==> src/rtl/cht_pkg.sv <==
// shared types and codes of the chained hash table
`default_nettype none

package cht_pkg;

    localparam int KEY_W     = 16;
    localparam int VAL_W     = 32;
    localparam int ENTRY_W   = KEY_W + VAL_W;
    localparam int STATUS_W  = 3;
    localparam int BIDX_W    = 5;
    localparam int CIDX_W    = 3;
    localparam int SQ_W      = 2 * KEY_W;
    localparam int DIGIT_W   = 8;
    localparam int HASH_STEPS = SQ_W / DIGIT_W;
    localparam int HSTEP_W   = $clog2(HASH_STEPS);

    localparam logic CMD_INSERT = 1'b0;
    localparam logic CMD_QUERY  = 1'b1;

    localparam logic [STATUS_W-1:0] ST_INSERTED = 3'd0;
    localparam logic [STATUS_W-1:0] ST_FULL     = 3'd1;
    localparam logic [STATUS_W-1:0] ST_FOUND    = 3'd2;
    localparam logic [STATUS_W-1:0] ST_EMPTY    = 3'd3;
    localparam logic [STATUS_W-1:0] ST_ABSENT   = 3'd4;

    typedef enum logic [2:0] {
        S_CLEAR,
        S_IDLE,
        S_HASH,
        S_FILL,
        S_DECIDE,
        S_SCAN
    } state_t;

endpackage

`default_nettype wire

==> src/rtl/cht_hash.sv <==
// bucket hash: key squared, reduced modulo the bucket count a byte per cycle
`default_nettype none

module cht_hash #(
    parameter int BUCKETS = 20
) (
    input  wire                              clk,
    input  wire                              rst_n,
    input  wire                              go,
    input  wire signed [cht_pkg::KEY_W-1:0]  key,
    output logic                             done,
    output logic [$clog2(BUCKETS)-1:0]       bucket
);
    import cht_pkg::*;

    localparam int BKT_W = $clog2(BUCKETS);
    localparam int RW    = BKT_W + 1;

    logic [KEY_W-1:0]   mag;
    logic [SQ_W-1:0]    sq_reg;
    logic [BKT_W-1:0]   rem_reg;
    logic [HSTEP_W-1:0] step_reg;
    logic               run_reg;
    logic               done_reg;

    // restoring reduction of one byte into the running remainder
    function automatic logic [BKT_W-1:0] reduce_digit(
        input logic [BKT_W-1:0]   r_in,
        input logic [DIGIT_W-1:0] digit
    );
        logic [RW-1:0] r;
        r = RW'(r_in);
        for (int i = DIGIT_W - 1; i >= 0; i--) begin
            r = {r[RW-2:0], digit[i]};
            if (r >= RW'(BUCKETS))
            begin
                r = r - RW'(BUCKETS);
            end
        end
        return r[BKT_W-1:0];
    endfunction

    // magnitude of the signed key; the most negative key maps to 0x8000
    assign mag = key[KEY_W-1] ? (~key + KEY_W'(1)) : key;

    always_ff @(posedge clk or negedge rst_n)
    begin
        if (!rst_n)
        begin
            run_reg  <= 1'b0;
            done_reg <= 1'b0;
            step_reg <= '0;
        end
        else
        begin
            done_reg <= run_reg && (step_reg == HSTEP_W'(HASH_STEPS - 1));
            if (go)
            begin
                run_reg  <= 1'b1;
                step_reg <= '0;
            end
            else if (run_reg)
            begin
                step_reg <= step_reg + HSTEP_W'(1);
                if (step_reg == HSTEP_W'(HASH_STEPS - 1))
                begin
                    run_reg <= 1'b0;
                end
            end
        end
    end

    always_ff @(posedge clk)
    begin
        if (go)
        begin
            sq_reg  <= mag * mag;
            rem_reg <= '0;
        end
        else if (run_reg)
        begin
            rem_reg <= reduce_digit(rem_reg, sq_reg[SQ_W-1 -: DIGIT_W]);
            sq_reg  <= sq_reg << DIGIT_W;
        end
    end

    assign done   = done_reg;
    assign bucket = rem_reg;

endmodule

`default_nettype wire

==> config.mk <==
export PLATFORM = sky130hd
export DESIGN_NAME = cht_hash
export DESIGN_NICKNAME = d
export VERILOG_FILES = /design/src/rtl/cht_pkg.sv /design/src/rtl/cht_hash.sv
export SDC_FILE = /design/constraint.sdc
export NUM_CORES = 1
export LEC_CHECK = 0
export CAP_MARGIN = 30
export CORE_ASPECT_RATIO = 1.75
export CORE_MARGIN = 2
export CORE_UTILIZATION = 50
export DETAILED_ROUTE_END_ITERATION = 10
export DONT_BUFFER_PORTS = 1
export SKIP_LAST_GASP = 1
export SYNTH_ARGS = -nofsm -noshare
export SYNTH_HDL_FRONTEND = slang
export SYNTH_SLANG_ARGS = --single-unit
export TNS_END_PERCENT = 10
==> constraint.sdc <==
create_clock -name clk -period 10.3 [get_ports clk]
set_input_delay 0.515 -clock clk [delete_from_list [all_inputs] [get_ports clk]]
set_output_delay 0.515 -clock clk [all_outputs]
set_load 0.03 [all_outputs]
==> summary.md <==
| Metric | Value |
|---|---|
| Vias in the first global route | 7690 |
| DRT Pass-1 Iters | 5 |
| Final #Nets | 1334 |
| Slew @ Worst Pin | between 800 and 900 ps |
| Max Freq | approximately 0.12 GHz |
| Hold buffer count at CTS | 1 |
| Post-CTS sizing | 0 |
| Status | completed |
| Die Y | approximately 190 um |
| N_diodes | 0 |
| Worst min-delay path category | in -> reg |
| DRC errors left | 0 |
| Final Hold Fails | 0 |
| Netlist cell types | 74 |
| Total global routing overflow | 0 |
| WHS Endpoint | step_reg[1] |
| Synth Flop Type | edfxtp_1 |
| FILL cells | around 1800 |
| Port Buf Inserts | 0 |
| RR Endpoint | bucket[2] |
| Clock transition at path regs | roughly 60 ps |
| Initial Util | roughly 51% |
| Post-synth ARST share | 10.0% |
| Worst reg2reg path depth | 37 |
| Setup TNS | 0 ps |
| CTS HTree Levels | 2 |
| Drt total wl | 22.5 mm |
| DRT antenna net count | 0 |
| CTS Sinks | 40 |
| Placeable Area | 19000 um^2 |
| Share of layout cells above drive strength 1 | between 5 and 6% |
| Max_cap viols | 0 |
| I/O Pins | 25 |
| FP Rows | 67 |
| Post-synth EDFFs | 31 |
| DR WL met3 | 544 um |
| Iter 0 DRT Violations | about 330 |
| Worst setup EP type | flop |
| Critical setup path kind | in -> reg |
| Non-filler cells, final | approximately 1300 |
| Hold Crit Start | go |
| Synthesized flop and latch total | 40 |
| Synthesized area | 9620 um^2 |
| Worst EP arrival | around 8700 ps |
| Slew Limit Fails | 0 |
| First-pass GRT wire length | between 30 and 40 mm |
| Clk_lat worst skew | about 280 ps |
| M1 WL | 8.00 mm |
| DP Cell Count | approximately 1300 |
| Initial antenna violation count | 0 |
| Area grow syn2layout | 5.18% |
| Vias per cell | about 5.5 |
| Clk buf depth | 2 |
| Final Cycle Share | between 80 and 90% |
| Worst R2R Start | bucket[1] |
| Hold_ws | approximately 300 ps |
| Minimum clock period | between 8000 and 9000 ps |
| Total die area | 20400 um^2 |
| Tot GR Track Use | 23.2% |
| RSZ-0062 raised after global routing | false |
| Root Driver | clkbuf_16 |
| Worst slew margin | between 30% and 40% |
| Util after Layout | 53.2% |
| Via count of the routed design | 7111 |
| Seq/Total Area, Yosys | between 10% and 20% |
| WL met2 | roughly 13 mm |
| Required time of the critical path | 10330 ps |
| Hold path cells | 1 |
| Critical Path Fanout Max | 8 |
| Cells after Synth | 1037 |
| Syn Area/Cell | between 9 and 10 um^2 |
| Routed wire per std cell | between 15 and 20 um |
| Num CTS Buffers | 5 |
| Final Setup Violations | 0 |
| Most common cell after layout, fill and taps aside | inv_1 |
| Largest register FFs | 31 |
| Hpwl dp | just under 20 mm |
| Multi-input logic area | between 7000 and 8000 um^2 |
| DIE WIDTH | between 100 and 150 um |
| CTS tree | done |
| Largest net degree at the start of global routing | 33 |
| Register Area | 1130 um^2 |
| Highest-count cells in the layout ignoring fill and taps | inv_1 (206), fa_1 (164), nor2_1 (105) |
| Worst Skew | slightly above 3 ps |
| Highest routing layer actually used | met4 |
| Ys Warns | 0 |
| Setup Buffers After CTS | 0 |
| Startpoint Class | input pin |
| Routability cong. | between 0.8 and 0.9 |
| R2R setup slack | between 1500 and 2000 ps |
per-stage QoR:
stage / cell area, um^2 / setup WS, ps
2_1_floorplan: 9660 / 2110
3_3_place_gp: 9950 / 1500
3_5_place_dp: 9960 / 1350
4_1_cts: 10100 / 1620
5_1_grt: 10100 / 1110
6_report: 10100 / 1660
cell usage after synthesis, types with 3 or more instances:
cell type,number,share of area [%]
inv_1,206,8.0
fa_1,164,34
nor2_1,105,4.1
ha_1,104,14
nand2_1,88,3.4
xnor2_1,34,3.1
edfxtp_1,31,9.7
a21oi_1,26,1.4
o21ai_0,21,1.1
mux2_2,17,2.0
nor3_1,16,0.83
clkbuf_1,15,0.59
xor2_1,15,1.4
a21o_1,14,1.1
and2_1,12,0.78
or3_1,12,0.78
o31ai_1,11,0.86
o21a_1,10,0.78
nand3_1,9,0.47
clkinv_1,7,0.27
nand2b_1,7,0.46
a31oi_1,6,0.39
mux2i_1,6,0.62
nand4_1,6,0.39
dfxtp_1,5,1.0
dfrtp_1,4,1.0
nor3b_1,4,0.31
o21bai_1,4,0.31
or4_1,4,0.31
a211o_1,3,0.27
a211oi_1,3,0.23
a211oi_2,3,0.39
and3_1,3,0.20
nor2b_1,3,0.20
o2111ai_1,3,0.27
o21ai_1,3,0.16
o31a_1,3,0.27
per-layer routing:
metal	GRT usage (%)	vias to the layer above
met5	0	-
met4	7.00	0
met3	1.77	44
met2	45.8	125
met1	25.2	3584
li1	-	3358
worst max-delay path: stages:
cell      delay [ps]
or4_1            530
or2_2            320
or3_1            320
or3_1            370
nand2_1          100
xor2_1           540
clkinv_1         490
nand2_1          240
inv_1             80
fa_1             510
fa_1             540
inv_1             50
fa_1             520
fa_1             440
fa_1             540
inv_1             50
fa_1             470
ha_1             250
or3_1            380
a31oi_1          220
nor3_1           110
nor2_1           120
a21oi_1          150
a211o_1          320
o31ai_1          250
xor2_1           170
a21oi_1           80
worst max path at each step:
stage                 endpoint  slack, ps  startpoint
CTS                 sq_reg[29]       1620      key[5]
finish              sq_reg[29]       1660      key[5]
global placement    sq_reg[24]       1500      key[5]
floorplan           sq_reg[24]       2110      key[5]
detailed placement  sq_reg[29]       1350      key[5]
global route        sq_reg[31]       1110      key[5]
final cells by class:
| cell class | instances | share of cell area, % |
|---|---|---|
| multi-input cells | 773 | 75.4 |
| flip-flops and latches | 40 | 11.2 |
| inverters | 214 | 7.94 |
| well taps | 241 | 2.98 |
| clock buffers | 6 | 1.37 |
| repair buffers | 13 | 0.989 |
| clock inverters | 2 | 0.136 |
cell families after synthesis:
family                     after synthesis  synth area share [%]
and+or+nand+nor                        281                  13.5
adders and majority gates              268                  47.6
buffers and inverters                  234                  9.32
AOI/OAI and AO/OA                      139                  10.5
xor gates and xnor gates                49                  4.46
DFF                                     40                  11.8
muxes                                   24                  2.76
other                                    2                0.0780
Power is left out: the tool's default activity adds up to more than one toggle a clock period on the data nets, which glitch-free logic cannot reach.
